`config.mk`:
```
export PLATFORM = sky130hd
export DESIGN_NAME = effect_crossfade_sequencer_flat
export DESIGN_NICKNAME = d
export VERILOG_FILES = /design/src/rtl/ecs_pkg.sv /design/src/rtl/ecs_if.sv /design/src/rtl/effect_crossfade_sequencer.sv /design/src/rtl/ecs_div.sv /design/src/rtl/ecs_curve.sv /design/src/flat_wrapper.sv
export VERILOG_INCLUDE_DIRS = /design/src /design/src/rtl
export SDC_FILE = /design/constraint.sdc
export NUM_CORES = 2
export LEC_CHECK = 0
export BUFFER_PORTS_ARGS = -buffer_cell sky130_fd_sc_hd__buf_2
export CAP_MARGIN = 20
export CORE_ASPECT_RATIO = 0.8
export CORE_UTILIZATION = 30
export DETAILED_ROUTE_END_ITERATION = 16
export PLACE_DENSITY_LB_ADDON = 0.1
export SETUP_SLACK_MARGIN = 0.2
export SYNTH_ARGS = -nofsm -noshare
export SYNTH_HDL_FRONTEND = slang
export SYNTH_SLANG_ARGS = --single-unit
```
`constraint.sdc`:
```
create_clock -name clk_i -period 11.3 [get_ports clk_i]
set_input_delay 0 -clock clk_i [delete_from_list [all_inputs] [get_ports clk_i]]
set_output_delay 0 -clock clk_i [all_outputs]
set_load 0.02 [all_outputs]
```
`src/rtl/effect_crossfade_sequencer_macros.svh`:
```
// Assertion helpers shared by the crossfade sequencer.
// Both expect clk_i and rst_ni in the scope where they are used.
`ifndef EFFECT_CROSSFADE_SEQUENCER_MACROS_SVH
`define EFFECT_CROSSFADE_SEQUENCER_MACROS_SVH

// The consequent holds in the same cycle as the antecedent.
`define ECS_ASSERT_SAME(name, ante, cons, msg) \
  name: assert property (@(posedge clk_i) disable iff (!rst_ni) (ante) |-> (cons)) \
    else $error(msg);

// The consequent holds in the cycle after the antecedent.
`define ECS_ASSERT_NEXT(name, ante, cons, msg) \
  name: assert property (@(posedge clk_i) disable iff (!rst_ni) (ante) |=> (cons)) \
    else $error(msg);

`endif

```
`src/rtl/ecs_pkg.sv`:
```
package ecs_pkg;

  localparam int unsigned MAX_SOURCES = 16;

  localparam logic [31:0] FADE_MS_RESET = 32'd8000;

  // Cubic curve factor 3 * 2^16 and the quintic constant 10 * 2^32.
  localparam logic [19:0] CUBE_K    = 20'd196608;
  localparam logic [36:0] QUINT_TEN = 37'd10 << 32;

  typedef enum logic [1:0] {
    KIND_UPDATE  = 2'd0,
    KIND_PIXEL   = 2'd1,
    KIND_RESTART = 2'd2
  } kind_e;

  typedef enum logic [1:0] {
    CFG_COUNT = 2'd0,
    CFG_DWELL = 2'd1,
    CFG_FADE  = 2'd2,
    CFG_CURVE = 2'd3
  } cfg_idx_e;

  typedef struct packed {
    logic        start;
    logic [31:0] rem_init;
    logic [15:0] low;
    logic [31:0] divisor;
  } div_req_t;

  typedef struct packed {
    logic        start;
    logic        quintic;
    logic [15:0] frac;
  } curve_req_t;

  // (old*(255-w) + new*w) >> 8, rewritten as old*255 + (new-old)*w.
  function automatic logic [7:0] blend_ch(logic [7:0] old_c, logic [7:0] new_c,
                                          logic [7:0] w);
    logic signed [8:0]  diff;
    logic signed [17:0] mix;
    diff = $signed({1'b0, new_c}) - $signed({1'b0, old_c});
    mix  = $signed({2'b00, old_c, 8'h00}) - $signed({10'b0, old_c})
         + diff * $signed({1'b0, w});
    return mix[15:8];
  endfunction

endpackage

```
`src/rtl/ecs_if.sv`:
```
interface ecs_in_if;
  logic        valid;
  logic        ready;
  logic [1:0]  kind;
  logic [31:0] now_ms;
  logic [7:0]  old_red;
  logic [7:0]  old_green;
  logic [7:0]  old_blue;
  logic [7:0]  new_red;
  logic [7:0]  new_green;
  logic [7:0]  new_blue;

  modport source (
    output valid, kind, now_ms, old_red, old_green, old_blue,
           new_red, new_green, new_blue,
    input  ready
  );
  modport sink (
    input  valid, kind, now_ms, old_red, old_green, old_blue,
           new_red, new_green, new_blue,
    output ready
  );
endinterface

interface ecs_out_if;
  logic       valid;
  logic       ready;
  logic [3:0] current_index;
  logic [3:0] next_index;
  logic       fading;
  logic       restart_next;
  logic       fade_done;
  logic       no_sources;
  logic [7:0] weight;
  logic [7:0] out_red;
  logic [7:0] out_green;
  logic [7:0] out_blue;

  modport source (
    output valid, current_index, next_index, fading, restart_next, fade_done,
           no_sources, weight, out_red, out_green, out_blue,
    input  ready
  );
  modport sink (
    input  valid, current_index, next_index, fading, restart_next, fade_done,
           no_sources, weight, out_red, out_green, out_blue,
    output ready
  );
endinterface

```
`src/rtl/effect_crossfade_sequencer.sv`:
```
// Channel   Direction  Contents
// in_i      sink       kind, now_ms, old and new pixel colours
// out_o     source     indices, fade flags and pulses, weight, blended colours
// cfg       write      effect_count, dwell_ms, fade_ms, curve_mode
//
// Pixel, restart and most update transactions finish in the cycle they are accepted.
// Starting a transition runs the 16-step divider for the modulo.
// An update during a fade runs 16 divider steps, then the shared multiplier
// in the curve unit, with either the cubic or the quintic curve.
// A transaction is taken only when the sequencer is idle and the result
// register is empty or being read; reset is asynchronous and active low.
`include "effect_crossfade_sequencer_macros.svh"

module effect_crossfade_sequencer (
  input  logic        clk_i,
  input  logic        rst_ni,
  input  logic        cfg_we_i,
  input  logic [1:0]  cfg_idx_i,
  input  logic [31:0] cfg_data_i,
  ecs_in_if.sink      in_i,
  ecs_out_if.source   out_o
);

  localparam logic [1:0] ST_IDLE  = 2'd0;
  localparam logic [1:0] ST_FDIV  = 2'd1;
  localparam logic [1:0] ST_CURVE = 2'd2;
  localparam logic [1:0] ST_MDIV  = 2'd3;

  logic [4:0]  count_q;
  logic [31:0] dwell_q;
  logic [31:0] fade_q;
  logic        curve_q;

  logic [1:0]  state_q, state_d;
  logic [31:0] dwell_start_q, dwell_start_d;
  logic [31:0] fade_start_q, fade_start_d;
  logic [3:0]  shown_q, shown_d;
  logic [3:0]  incoming_q, incoming_d;
  logic        in_fade_q, in_fade_d;
  logic [7:0]  weight_q, weight_d;
  logic [31:0] now_q;

  logic        out_valid_q;
  logic        finish;
  logic        res_restart, res_done, res_none;
  logic [7:0]  res_red, res_green, res_blue;

  logic        accept;
  logic [4:0]  cnt_used;
  logic [31:0] ref_time, limit, elapsed;
  logic        reached;

  ecs_pkg::div_req_t   div_req;
  ecs_pkg::curve_req_t curve_req;
  logic                div_done;
  logic [15:0]         div_quot;
  logic [31:0]         div_rem;
  logic                curve_done;
  logic [7:0]          curve_weight;

  ecs_div u_div (
    .clk_i  (clk_i),
    .rst_ni (rst_ni),
    .req_i  (div_req),
    .done_o (div_done),
    .quot_o (div_quot),
    .rem_o  (div_rem)
  );

  ecs_curve u_curve (
    .clk_i    (clk_i),
    .rst_ni   (rst_ni),
    .req_i    (curve_req),
    .done_o   (curve_done),
    .weight_o (curve_weight)
  );

  assign in_i.ready = (state_q == ST_IDLE) && (!out_valid_q || out_o.ready);
  assign accept     = in_i.valid && in_i.ready;

  assign cnt_used = (int'(count_q) > ecs_pkg::MAX_SOURCES) ?
                    5'(ecs_pkg::MAX_SOURCES) : count_q;

  // One subtract and compare serves both the dwell and the fade check.
  assign ref_time = in_fade_q ? fade_start_q : dwell_start_q;
  assign limit    = in_fade_q ? fade_q : dwell_q;
  assign elapsed  = in_i.now_ms - ref_time;
  assign reached  = elapsed >= limit;

  always_comb begin
    state_d       = state_q;
    dwell_start_d = dwell_start_q;
    fade_start_d  = fade_start_q;
    shown_d       = shown_q;
    incoming_d    = incoming_q;
    in_fade_d     = in_fade_q;
    weight_d      = weight_q;
    finish        = 1'b0;
    res_restart   = 1'b0;
    res_done      = 1'b0;
    res_none      = 1'b0;
    res_red       = 8'd0;
    res_green     = 8'd0;
    res_blue      = 8'd0;
    div_req       = '0;
    curve_req     = '0;

    case (state_q)
      ST_IDLE: begin
        if (accept) begin
          case (in_i.kind)
            ecs_pkg::KIND_UPDATE: begin
              if (cnt_used == 5'd0) begin
                res_none = 1'b1;
                finish   = 1'b1;
              end else if (in_fade_q) begin
                if (reached) begin
                  shown_d       = incoming_q;
                  in_fade_d     = 1'b0;
                  dwell_start_d = in_i.now_ms;
                  weight_d      = 8'd0;
                  res_done      = 1'b1;
                  finish        = 1'b1;
                end else begin
                  div_req.start    = 1'b1;
                  div_req.rem_init = elapsed;
                  div_req.low      = 16'd0;
                  div_req.divisor  = fade_q;
                  state_d          = ST_FDIV;
                end
              end else if (reached) begin
                // (shown + 1) mod count goes through the divider as a remainder.
                div_req.start    = 1'b1;
                div_req.rem_init = 32'd0;
                div_req.low      = {11'd0, {1'b0, shown_q} + 5'd1};
                div_req.divisor  = {27'd0, cnt_used};
                state_d          = ST_MDIV;
              end else begin
                finish = 1'b1;
              end
            end
            ecs_pkg::KIND_PIXEL: begin
              finish = 1'b1;
              if (in_fade_q) begin
                res_red   = ecs_pkg::blend_ch(in_i.old_red, in_i.new_red, weight_q);
                res_green = ecs_pkg::blend_ch(in_i.old_green, in_i.new_green, weight_q);
                res_blue  = ecs_pkg::blend_ch(in_i.old_blue, in_i.new_blue, weight_q);
              end else begin
                res_red   = in_i.old_red;
                res_green = in_i.old_green;
                res_blue  = in_i.old_blue;
              end
            end
            ecs_pkg::KIND_RESTART: begin
              shown_d       = 4'd0;
              incoming_d    = (cnt_used > 5'd1) ? 4'd1 : 4'd0;
              in_fade_d     = 1'b0;
              weight_d      = 8'd0;
              dwell_start_d = in_i.now_ms;
              finish        = 1'b1;
            end
            default: begin
              finish = 1'b1;
            end
          endcase
        end
      end
      ST_FDIV: begin
        if (div_done) begin
          curve_req.start   = 1'b1;
          curve_req.quintic = curve_q;
          curve_req.frac    = div_quot;
          state_d           = ST_CURVE;
        end
      end
      ST_CURVE: begin
        if (curve_done) begin
          weight_d = curve_weight;
          finish   = 1'b1;
          state_d  = ST_IDLE;
        end
      end
      ST_MDIV: begin
        if (div_done) begin
          in_fade_d    = 1'b1;
          fade_start_d = now_q;
          incoming_d   = div_rem[3:0];
          weight_d     = 8'd0;
          res_restart  = 1'b1;
          finish       = 1'b1;
          state_d      = ST_IDLE;
        end
      end
      default: begin
        state_d = ST_IDLE;
      end
    endcase
  end

  always_ff @(posedge clk_i or negedge rst_ni) begin
    if (!rst_ni) begin
      count_q <= 5'd0;
      dwell_q <= 32'd0;
      fade_q  <= ecs_pkg::FADE_MS_RESET;
      curve_q <= 1'b0;
    end else if (cfg_we_i) begin
      case (cfg_idx_i)
        ecs_pkg::CFG_COUNT: count_q <= cfg_data_i[4:0];
        ecs_pkg::CFG_DWELL: dwell_q <= cfg_data_i;
        ecs_pkg::CFG_FADE:  fade_q  <= cfg_data_i;
        ecs_pkg::CFG_CURVE: curve_q <= cfg_data_i[0];
        default: ;
      endcase
    end
  end

  always_ff @(posedge clk_i or negedge rst_ni) begin
    if (!rst_ni) begin
      state_q       <= ST_IDLE;
      dwell_start_q <= 32'd0;
      fade_start_q  <= 32'd0;
      shown_q       <= 4'd0;
      incoming_q    <= 4'd0;
      in_fade_q     <= 1'b0;
      weight_q      <= 8'd0;
      out_valid_q   <= 1'b0;
    end else begin
      state_q       <= state_d;
      dwell_start_q <= dwell_start_d;
      fade_start_q  <= fade_start_d;
      shown_q       <= shown_d;
      incoming_q    <= incoming_d;
      in_fade_q     <= in_fade_d;
      weight_q      <= weight_d;
      if (finish) begin
        out_valid_q <= 1'b1;
      end else if (out_o.ready) begin
        out_valid_q <= 1'b0;
      end
    end
  end

  always_ff @(posedge clk_i) begin
    if (accept) begin
      now_q <= in_i.now_ms;
    end
    if (finish) begin
      out_o.current_index <= shown_d;
      out_o.next_index    <= incoming_d;
      out_o.fading        <= in_fade_d;
      out_o.restart_next  <= res_restart;
      out_o.fade_done     <= res_done;
      out_o.no_sources    <= res_none;
      out_o.weight        <= weight_d;
      out_o.out_red       <= res_red;
      out_o.out_green     <= res_green;
      out_o.out_blue      <= res_blue;
    end
  end

  assign out_o.valid = out_valid_q;

  `ECS_ASSERT_SAME(a_ready_only_idle, in_i.ready, state_q == ST_IDLE, "ready outside idle")
  `ECS_ASSERT_SAME(a_div_done_in_div, div_done, state_q == ST_FDIV || state_q == ST_MDIV, "stray divider result")
  `ECS_ASSERT_SAME(a_curve_done_in_curve, curve_done, state_q == ST_CURVE, "stray curve result")
  `ECS_ASSERT_SAME(a_weight_only_fading, weight_q != 8'd0, in_fade_q, "weight set outside a fade")
  `ECS_ASSERT_NEXT(a_long_item_empty_out, accept && state_d != ST_IDLE, !out_valid_q, "result register busy during a long transaction")

endmodule

```
`src/rtl/ecs_div.sv`:
```
// Restoring divider, one quotient bit per cycle for sixteen quotient bits.
// The starting remainder must be below the divisor; the low bits are shifted
// in one at a time, so the same unit also gives a small value modulo a count.
module ecs_div (
  input  logic             clk_i,
  input  logic             rst_ni,
  input  ecs_pkg::div_req_t req_i,
  output logic             done_o,
  output logic [15:0]      quot_o,
  output logic [31:0]      rem_o
);

  logic        busy_q;
  logic        done_q;
  logic [3:0]  cnt_q;
  logic [31:0] rem_q;
  logic [31:0] div_q;
  logic [15:0] low_q;
  logic [15:0] quot_q;

  logic [32:0] trial;
  logic [32:0] diff;
  logic        ge;

  assign trial = {rem_q, low_q[15]};
  assign diff  = trial - {1'b0, div_q};
  assign ge    = trial >= {1'b0, div_q};

  always_ff @(posedge clk_i or negedge rst_ni) begin
    if (!rst_ni) begin
      busy_q <= 1'b0;
      done_q <= 1'b0;
      cnt_q  <= 4'd0;
    end else begin
      done_q <= 1'b0;
      if (req_i.start && !busy_q) begin
        busy_q <= 1'b1;
        cnt_q  <= 4'd0;
      end else if (busy_q) begin
        cnt_q <= cnt_q + 4'd1;
        if (cnt_q == 4'd15) begin
          busy_q <= 1'b0;
          done_q <= 1'b1;
        end
      end
    end
  end

  always_ff @(posedge clk_i) begin
    if (req_i.start && !busy_q) begin
      rem_q  <= req_i.rem_init;
      div_q  <= req_i.divisor;
      low_q  <= req_i.low;
      quot_q <= 16'd0;
    end else if (busy_q) begin
      rem_q  <= ge ? diff[31:0] : trial[31:0];
      low_q  <= {low_q[14:0], 1'b0};
      quot_q <= {quot_q[14:0], ge};
    end
  end

  assign done_o = done_q;
  assign quot_o = quot_q;
  assign rem_o  = rem_q;

endmodule

```
`src/rtl/ecs_curve.sv`:
```
// Fade curve sequencer around one registered 32 x 20 multiplier.
// Cubic: f*f, then f^2*(3*2^16 - 2f). Quintic: f*f, f^2*f, then c*q.
module ecs_curve (
  input  logic               clk_i,
  input  logic               rst_ni,
  input  ecs_pkg::curve_req_t req_i,
  output logic               done_o,
  output logic [7:0]         weight_o
);

  localparam logic [2:0] PH_IDLE = 3'd0;
  localparam logic [2:0] PH_SQ   = 3'd1;
  localparam logic [2:0] PH_MUL2 = 3'd2;
  localparam logic [2:0] PH_Q    = 3'd3;
  localparam logic [2:0] PH_MUL3 = 3'd4;
  localparam logic [2:0] PH_WGT  = 3'd5;

  logic [2:0]  phase_q, phase_d;
  logic [15:0] f_q;
  logic        quintic_q;
  logic [31:0] f2_q;
  logic [15:0] c_q;
  logic [19:0] q_q;
  logic [51:0] prod_q;

  logic [31:0] mul_a;
  logic [19:0] mul_b;
  logic [51:0] mul_p;
  logic [36:0] q_full;
  logic [35:0] s_raw;
  logic [15:0] s_sat;
  logic [23:0] s_255;

  always_comb begin
    phase_d = phase_q;
    case (phase_q)
      PH_IDLE: if (req_i.start) phase_d = PH_SQ;
      PH_SQ:   phase_d = PH_MUL2;
      PH_MUL2: phase_d = quintic_q ? PH_Q : PH_WGT;
      PH_Q:    phase_d = PH_MUL3;
      PH_MUL3: phase_d = PH_WGT;
      PH_WGT:  phase_d = PH_IDLE;
      default: phase_d = PH_IDLE;
    endcase
  end

  always_comb begin
    mul_a = {16'd0, f_q};
    mul_b = {4'd0, f_q};
    case (phase_q)
      PH_MUL2: begin
        mul_a = prod_q[31:0];
        mul_b = quintic_q ? {4'd0, f_q} : ecs_pkg::CUBE_K - {3'd0, f_q, 1'b0};
      end
      PH_MUL3: begin
        mul_a = {16'd0, c_q};
        mul_b = q_q;
      end
      default: begin
        mul_a = {16'd0, f_q};
        mul_b = {4'd0, f_q};
      end
    endcase
  end

  assign mul_p = {20'd0, mul_a} * {32'd0, mul_b};

  // q = (10*2^32 + 6 f^2 - 15*2^16 f) >> 16 never goes negative for f below 2^16.
  assign q_full = ecs_pkg::QUINT_TEN + {3'd0, f2_q, 2'b00} + {4'd0, f2_q, 1'b0}
                - {1'b0, f_q, 20'd0} + {5'd0, f_q, 16'd0};

  assign s_raw = quintic_q ? prod_q[51:16] : {16'd0, prod_q[51:32]};
  assign s_sat = (s_raw > 36'd65535) ? 16'hFFFF : s_raw[15:0];
  assign s_255 = {s_sat, 8'h00} - {8'h00, s_sat};

  always_ff @(posedge clk_i or negedge rst_ni) begin
    if (!rst_ni) begin
      phase_q <= PH_IDLE;
    end else begin
      phase_q <= phase_d;
    end
  end

  always_ff @(posedge clk_i) begin
    if (phase_q == PH_IDLE && req_i.start) begin
      f_q       <= req_i.frac;
      quintic_q <= req_i.quintic;
    end
    if (phase_q == PH_MUL2) begin
      f2_q <= prod_q[31:0];
    end
    if (phase_q == PH_Q) begin
      c_q <= prod_q[47:32];
      q_q <= q_full[35:16];
    end
    if (phase_q == PH_SQ || phase_q == PH_MUL2 || phase_q == PH_MUL3) begin
      prod_q <= mul_p;
    end
  end

  assign done_o   = phase_q == PH_WGT;
  assign weight_o = s_255[23:16];

endmodule
```
`src/flat_wrapper.sv`:
```
// flat-port wrapper written by rule: the top's interface ports become plain ports
module effect_crossfade_sequencer_flat 
  (clk_i, rst_ni, cfg_we_i, cfg_idx_i, cfg_data_i, in_i_valid, in_i_kind, in_i_now_ms, in_i_old_red, in_i_old_green, in_i_old_blue, in_i_new_red, in_i_new_green, in_i_new_blue, in_i_ready, out_o_valid, out_o_current_index, out_o_next_index, out_o_fading, out_o_restart_next, out_o_fade_done, out_o_no_sources, out_o_weight, out_o_out_red, out_o_out_green, out_o_out_blue, out_o_ready);
  ecs_in_if in_i_i ();
  ecs_out_if out_o_i ();
  input  logic clk_i;
  input  logic rst_ni;
  input  logic cfg_we_i;
  input  logic [1:0] cfg_idx_i;
  input  logic [31:0] cfg_data_i;
  input wire logic [$bits(in_i_i.valid)-1:0] in_i_valid;
  input wire logic [$bits(in_i_i.kind)-1:0] in_i_kind;
  input wire logic [$bits(in_i_i.now_ms)-1:0] in_i_now_ms;
  input wire logic [$bits(in_i_i.old_red)-1:0] in_i_old_red;
  input wire logic [$bits(in_i_i.old_green)-1:0] in_i_old_green;
  input wire logic [$bits(in_i_i.old_blue)-1:0] in_i_old_blue;
  input wire logic [$bits(in_i_i.new_red)-1:0] in_i_new_red;
  input wire logic [$bits(in_i_i.new_green)-1:0] in_i_new_green;
  input wire logic [$bits(in_i_i.new_blue)-1:0] in_i_new_blue;
  output wire logic [$bits(in_i_i.ready)-1:0] in_i_ready;
  output wire logic [$bits(out_o_i.valid)-1:0] out_o_valid;
  output wire logic [$bits(out_o_i.current_index)-1:0] out_o_current_index;
  output wire logic [$bits(out_o_i.next_index)-1:0] out_o_next_index;
  output wire logic [$bits(out_o_i.fading)-1:0] out_o_fading;
  output wire logic [$bits(out_o_i.restart_next)-1:0] out_o_restart_next;
  output wire logic [$bits(out_o_i.fade_done)-1:0] out_o_fade_done;
  output wire logic [$bits(out_o_i.no_sources)-1:0] out_o_no_sources;
  output wire logic [$bits(out_o_i.weight)-1:0] out_o_weight;
  output wire logic [$bits(out_o_i.out_red)-1:0] out_o_out_red;
  output wire logic [$bits(out_o_i.out_green)-1:0] out_o_out_green;
  output wire logic [$bits(out_o_i.out_blue)-1:0] out_o_out_blue;
  input wire logic [$bits(out_o_i.ready)-1:0] out_o_ready;
  assign in_i_i.valid = in_i_valid;
  assign in_i_i.kind = in_i_kind;
  assign in_i_i.now_ms = in_i_now_ms;
  assign in_i_i.old_red = in_i_old_red;
  assign in_i_i.old_green = in_i_old_green;
  assign in_i_i.old_blue = in_i_old_blue;
  assign in_i_i.new_red = in_i_new_red;
  assign in_i_i.new_green = in_i_new_green;
  assign in_i_i.new_blue = in_i_new_blue;
  assign in_i_ready = in_i_i.ready;
  assign out_o_valid = out_o_i.valid;
  assign out_o_current_index = out_o_i.current_index;
  assign out_o_next_index = out_o_i.next_index;
  assign out_o_fading = out_o_i.fading;
  assign out_o_restart_next = out_o_i.restart_next;
  assign out_o_fade_done = out_o_i.fade_done;
  assign out_o_no_sources = out_o_i.no_sources;
  assign out_o_weight = out_o_i.weight;
  assign out_o_out_red = out_o_i.out_red;
  assign out_o_out_green = out_o_i.out_green;
  assign out_o_out_blue = out_o_i.out_blue;
  assign out_o_i.ready = out_o_ready;
  effect_crossfade_sequencer u_core (.clk_i(clk_i), .rst_ni(rst_ni), .cfg_we_i(cfg_we_i), .cfg_idx_i(cfg_idx_i), .cfg_data_i(cfg_data_i), .in_i(in_i_i), .out_o(out_o_i));
endmodule
```
# After elaboration in Yosys (flattened, before gate mapping)
# Index checks and enable logic that the tools add are counted.
dict set report totals {
  regBits 472
  in_bits 121
  output_inout_bits 46
  word_cells 211
}
dict set report op_classes {
  n_addsub 19
  n_mul 4
  magnitude_cmp 5
  eq_ne 26
  n_mux 87
  bitwise_logic 4
  n_reduce_logical 29
}
# operator count
set op_table {}
lappend op_table {{$mux W81} 7}
lappend op_table {{$mux W32} 8}
lappend op_table {{$pmux W32 S2} 2}
lappend op_table {{$mux W8} 9}
lappend op_table {{$sub A32 B32 Y32} 2}
lappend op_table {{$mul A32 B20 Y52} 1}
lappend op_table {{$add A16 B16 Y16} 3}
lappend op_table {{$mul A9 B9 Y16} 3}
lappend op_table {{$mux W16} 3}
lappend op_table {{$sub A16 B8 Y16} 3}
lappend op_table {{$mux W4} 10}
lappend op_table {{$pmux W20 S2} 1}
lappend op_table {{$add A36 B32 Y36} 1}
lappend op_table {{$add A36 B33 Y36} 1}
lappend op_table {{$add A36 B34 Y36 const A} 1}
lappend op_table {{$gt A36 B16 Y1 const B} 1}
lappend op_table {{$mux W18} 2}
lappend op_table {{$mux W36} 1}
lappend op_table {{$sub A36 B36 Y36} 1}
lappend op_table {{$ge A33 B32 Y1} 1}
lappend op_table {{$ge A32 B32 Y1} 1}
lappend op_table {{$sub A8 B8 Y9} 3}
lappend op_table {{$pmux W8 S3} 1}
lappend op_table {{$sub A24 B16 Y24} 1}
lappend op_table {{other kinds (40)} 107}

# Logic depth before layout (Yosys ltp)
dict set report depth {
  depth_word 11
  mapped_depth 37
  depth_no_buf 34
}

# Cells and area by module
# Synthesis repeated with hierarchy kept, for this count alone.
dict set report unflattened {
  hier_cells 5904
  area_unflattened_um2 56809.5
}
# mod n_inst cells_each area_each_um2 seq_area_each_um2
set modules_own_cells {}
lappend modules_own_cells {ecs_curve 1 3127 28577.4 4189.0}
lappend modules_own_cells {effect_crossfade_sequencer 1 2134 22183.8 6143.4}
lappend modules_own_cells {ecs_div 1 643 6048.3 2872.8}

# Least setup slack after synthesis
# Ideal clock, no wire load.
dict set report synth_path {
  kind {register -> register}
  from {register u_core.u_curve.phase_q[1]}
  to {register u_core.u_curve.prod_q[44] (data pin)}
  setup_ns 0.258
  arrival_ns 8.913
  required_ns 11.042
  setup_slack_ns 2.129
  path_stages_with_launch 32
  n_path_buf 5
  synth_period_minus_slack_ns 9.171
  path_cell_list {dfrtp_1 clkbuf_1 or3b_2 clkinv_1 clkbuf_1 clkbuf_1 clkbuf_1 nand2_1 nor2_1 fa_1 inv_1 fa_1 fa_1 inv_1 fa_1 fa_1 fa_1 inv_1 fa_1 inv_1 ha_1 clkbuf_1 a2111oi_0 nand2_1 a31oi_1 a21oi_1 a211o_1 o211ai_1 nor2b_1 o21ai_0 a21oi_1 xnor2_1}
}
dict set report synth_via {
  elab_chain_len 3
  word_cells_on_any_way 5
  classes_between {1 x mul; 2 x eq/ne; 2 x mux}
}
# element line
set synth_lines {}
lappend synth_lines {{start, declared} ecs_curve.sv:18} ;# logic [2:0] phase_q, phase_d;
lappend synth_lines {{start signal, assigned} ecs_curve.sv:80} ;# phase_q <= phase_d;
lappend synth_lines {{$eq A3 B3 Y1 / $eq A3 B2 Y1 (equally long branches)} ecs_curve.sv:50} ;# case (phase_q)
lappend synth_lines {{$pmux W32 S2 / $pmux W20 S2 (equally long branches)} ecs_curve.sv:50}
lappend synth_lines {{$mul A32 B20 Y52 *} ecs_curve.sv:66} ;# assign mul_p = {20'd0, mul_a} * {32'd0, mul_b};
lappend synth_lines {{net u_core.u_curve.mul_p[44]} ecs_curve.sv:28} ;# logic [51:0] mul_p;
lappend synth_lines {{end signal, assigned} ecs_curve.sv:97} ;# prod_q <= mul_p;
lappend synth_lines {{end, declared} ecs_curve.sv:24} ;# logic [51:0] prod_q;
# The timed path passes the listed nets; every way through them passes the cells marked *.
# A chain may end at the register's enable or synchronous reset.

# Worst setup path after layout
dict set report layout_path {
  from {register u_core.u_curve.f_q[0]}
  to {register u_core.u_curve.prod_q[49] (data pin)}
}
dict set report layout_via {
  elab_chain_len 4
  word_cells_on_any_way 5
  classes_between {1 x add/sub; 1 x mul; 3 x mux}
}
# element line
set layout_lines {}
lappend layout_lines {{start, declared} ecs_curve.sv:19} ;# logic [15:0] f_q;
lappend layout_lines {{start signal, assigned} ecs_curve.sv:86} ;# f_q <= req_i.frac;
lappend layout_lines {{$sub A18 B17 Y19} ecs_curve.sv:53} ;# mul_b = quintic_q ? {4'd0, f_q} : ecs_pkg::CUBE_K - {3'd0, f_q, 1'b0};
lappend layout_lines {{$mux W20} ecs_curve.sv:53}
lappend layout_lines {{$pmux W20 S2} ecs_curve.sv:50}
lappend layout_lines {{$mul A32 B20 Y52 *} ecs_curve.sv:66}
lappend layout_lines {{net u_core.u_curve.mul_p[49]} ecs_curve.sv:28}
# Marks and branches as above.

==> metrics.md <==
| Metric | Value |
|---|---|
| Nets@finish | `7349` |
| Synth top area share | `28.40%` |
| Leak pwr | `30.46 nW` |
| HPWL after DPL | `around 140 mm` |
| Synthesized area | `56050 sq um` |
| Worst-path clk slew | `0.08 ns` |
| Worst EP arrival | `10.82 ns` |
| Gate power share | `between 50% and 60%` |
| Skew-Pair Late Insertion Delay | `0.68 ns` |
| Synth warn | `0` |
| Initial Util | `30.28%` |
| Fin crit share | `around 92%` |
| Maximum Capacitance Violations | `0` |
| Clk_skew | `0.04486 ns` |
| Layout filler cell count | `19.04k` |
| DR DRC count | `0` |
| Footprint of the multi-input gates | `38230 sq um` |
| Number of setup buffers added after CTS | `0` |
| Synth area leaders | `fa_1, edfxtp_1, ha_1` |
| Peak VDD IR | `about 0.19 mV` |
| Fin. Hold Viols | `0` |
| Root Buffer | `clkbuf_16` |
| Seq/Total Area, Yosys | `between 20% and 30%` |
| FF/Latch Area | `about 13000 sq um` |
| Mapped Cells | `5716` |
| Port-buffer cells | `166` |
| Pin count of the biggest net entering global routing | `104` |
| Core footprint | `185100 sq um` |
| Ys async rst share | `34.53%` |
| Min cycle time layout | `10.42 ns` |
| First-pass GRT wire length | `about 270 mm` |
| WL per Instance | `20.99 um` |
| Switching Fraction | `38.77%` |
| Commonest register cell after synthesis | `edfxtp_1` |
| Met1 Track Usage GR | `28.54%` |
| Routed WL | `177.4 mm` |
| Most frequent CP cell | `fa_1` |
| Critical Path Max Stage Delay | `0.66 ns` |
| Met2 usage | `28.55%` |
| Setup tns final | `0 ns` |
| Area of placed instances | `60200 sq um` |
| Status | `completed` |
| RD Place Congestion | `around 0.85` |
| Final Instance Area | `~63000 sq um` |
| Core Rows | `141` |
| Switching pwr | `3.034 mW` |
| Crit. End Element | `flop` |
| Grt peak-use layer | `met2` |
| Die Width | `485.2 um` |
| Max_slew headroom | `between 10% and 20%` |
| Highest clock rate | `between 90 and 100 MHz` |
| RSZ-0062 raised after global routing | `no` |
| Drt pass-1 iters | `5` |
| Average size of a mapped cell | `~10 sq um` |
| Most common cell after layout, fill and taps aside | `inv_1` |
| Initial antenna violation count | `9` |
| Crit path kind | `reg -> reg` |
| Hold Crit Depth | `4` |
| I/O Pins | `167` |
| Seq pwr share | `approximately 24%` |
| Clock Tree Buf Depth | `3` |
| Share of cells above drive strength 1 | `9.541%` |
| Clock Power Share | `24.0%` |
| Netlist cell types | `97` |
| Final setup viols | `0` |
| Worst Path Max Fanout | `21` |
| Max Slew Vio Count | `0` |
| Initial drt markers | `2596` |
| Vias in the first global route | `around 42k` |
| GR Overflow Total | `0` |
| Most frequent cells in the layout | `inv_1, fa_1, nand2_1` |
| Vias post-DR | `40.47k` |
| H-Tree Depth | `2` |
| Number of synthesized flops with an enable pin | `293` |
| Worst slew pin tran | `1.283 ns` |
| Reg2Reg Depth | `34` |
| Slowest cell on crit path | `a21oi_1` |
| Post-DRT Antenna Nets | `0` |
| Area growth from synthesis to layout | `12.47%` |
| CTS tree | `built` |
| Cell Int Power | `4.793 mW` |
| CTS Buf Count | `55` |
| Die height | `388.6 um` |
| Hold crit path type | `in -> reg` |
| M3 GR Usage | `3.412%` |
| Tot GR Track Use | `a little under a fifth` |
| Nature of the critical path startpoint | `flop` |
| FF+latch count, synth | `about 470` |
| Die ar. | `188600 sq um` |
| Critical Path RT | `11.70 ns` |
| PwrDens | `124.2 nW/um^2` |
| CTS Sinks | `472` |
| FF-to-FF setup slack | `roughly 0.9 ns` |
| Post-DR vias/cell | `4.788` |
| Area leader, netlist | `fa_1` |
-- cells in the mapped netlist (15+ instances only) --
cell and n:
nor4_1 15, inv_1 1060, or3_1 17, a21oi_1 191, clkbuf_1 164, nor3_1 47
dfxtp_1 16, xnor2_1 141, buf_2 23, a22o_1 33, mux2_2 125, mux2i_1 118
nand3_1 55, o21ai_0 146, fa_1 795, a21o_1 59, nand2b_1 30, and3_1 42
a211oi_1 29, nand2_1 678, nor2b_1 51, nor2_1 391, xor2_1 61, a31oi_1 19
dfrtp_1 157, o211ai_1 17, o21a_1 28, and2_1 148, a221o_1 21, edfxtp_1 293
ha_1 464, nand4_1 18
-- layer usage --
layer / vias up / part of all wire [%]
met5: - / 0.0073
met3: 139 / 6.0
met2: 862 / 43
li1: 18880 / -
met1: 20590 / 50
met4: 2 / 1.5
-- power groups by stage --
stage                     Clock (mW)  Combinational (mW)  Sequential, mW
after CTS                       1.95                4.14            1.91
after global routing            2.01                4.68            1.92
final                           1.88                4.04            1.91
after floorplan                    0                3.13            1.93
after detailed placement           0                4.07            1.95
after global placement             0                4.06            1.95
-- worst max-delay path: cells and delay by family, from the launching register on --
kind	cells	cell delay [ns]
xor+xnor	2	0.24
fa+ha+maj	9	3.76
simple gates	7	1.92
compound gates	9	2.74
flops	1	0.55
buf+inv	7	0.93
-- registers in the layout, indices dropped and copies added (netlist names), 5 cells and up --
register	cells
u_core.count_q	5
u_core.dwell_q	32
u_core.dwell_start_q	32
u_core.fade_q	32
u_core.fade_start_q	32
u_core.now_q	32
u_core.out_o.out_blue	8
u_core.out_o.out_green	8
u_core.out_o.out_red	8
u_core.out_o.weight	8
u_core.u_curve.c_q	16
u_core.u_curve.f2_q	32
u_core.u_curve.f_q	16
u_core.u_curve.prod_q	52
u_core.u_curve.q_q	20
u_core.u_div.div_q	32
u_core.u_div.low_q	16
u_core.u_div.quot_o	16
u_core.u_div.rem_o	32
u_core.weight_q	8
-- logic make-up (layout without fill, tap and decap cells) --
family | after synthesis | in the layout | synth area share (%)
buf+inv | 1275 | 1545 | 8.691
compound gates | 706 | 706 | 8.548
fa+ha+maj | 1259 | 1259 | 38.76
mux | 257 | 257 | 4.900
flops | 472 | 472 | 23.56
simple gates | 1542 | 1542 | 12.33
xor+xnor | 203 | 203 | 3.197
other cells | 2 | 36 | 0.01340
-- cell type report --
type,count,area share [%]
multi-input cells,3999,60.66
clock inverters,38,0.5876
inverters,1064,6.338
diodes,4,0.01588
repair buffers,377,4.258
well taps,2431,4.826
clock buffers,66,2.362
flip-flops and latches,472,20.96
-- stage by stage --
step / worst slack (ns) / power, mW / hold slack [ns] / utilization [%] / std cells
after global routing: 0.3829 / 8.608 / 0.03995 / 34.06 / 8448
after CTS: 0.9549 / 8.003 / 0.01391 / 34.05 / 8447
after floorplan: 2.129 / 5.059 / -0.2956 / - / 5746
after global placement: 1.155 / 6.011 / 0.1776 / 32.52 / 8246
after detailed placement: 1.024 / 6.017 / 0.1723 / 32.53 / 8247
final: 0.8809 / 7.827 / 0.03709 / 34.06 / 8451
-- final timing paths --
| check | endpoint | startpoint |
|---|---|---|
| max | u_core.u_curve.prod_q[49] | u_core.u_curve.f_q[0] |
| min | u_core.out_o.out_blue[4] | in_i_old_blue[4] |
| max reg2reg | u_core.u_curve.prod_q[49] | u_core.u_curve.f_q[0] |
| min reg2reg | u_core.u_div.quot_o[15] | u_core.u_div.quot_o[15] |
| max in group asynchronous | u_core.in_fade_q | rst_ni |
| min in group asynchronous | u_core.fade_start_q[28] | rst_ni |
-- what timing repair did --
item | in CTS | in global routing
resized for setup | 0 | 1
hold buffers | 96 | 0
endpoints found under the hold margin | 276 | 0
endpoints found under the setup margin | 0 | 1
Note: power is estimated with default switching activity, not from simulation.
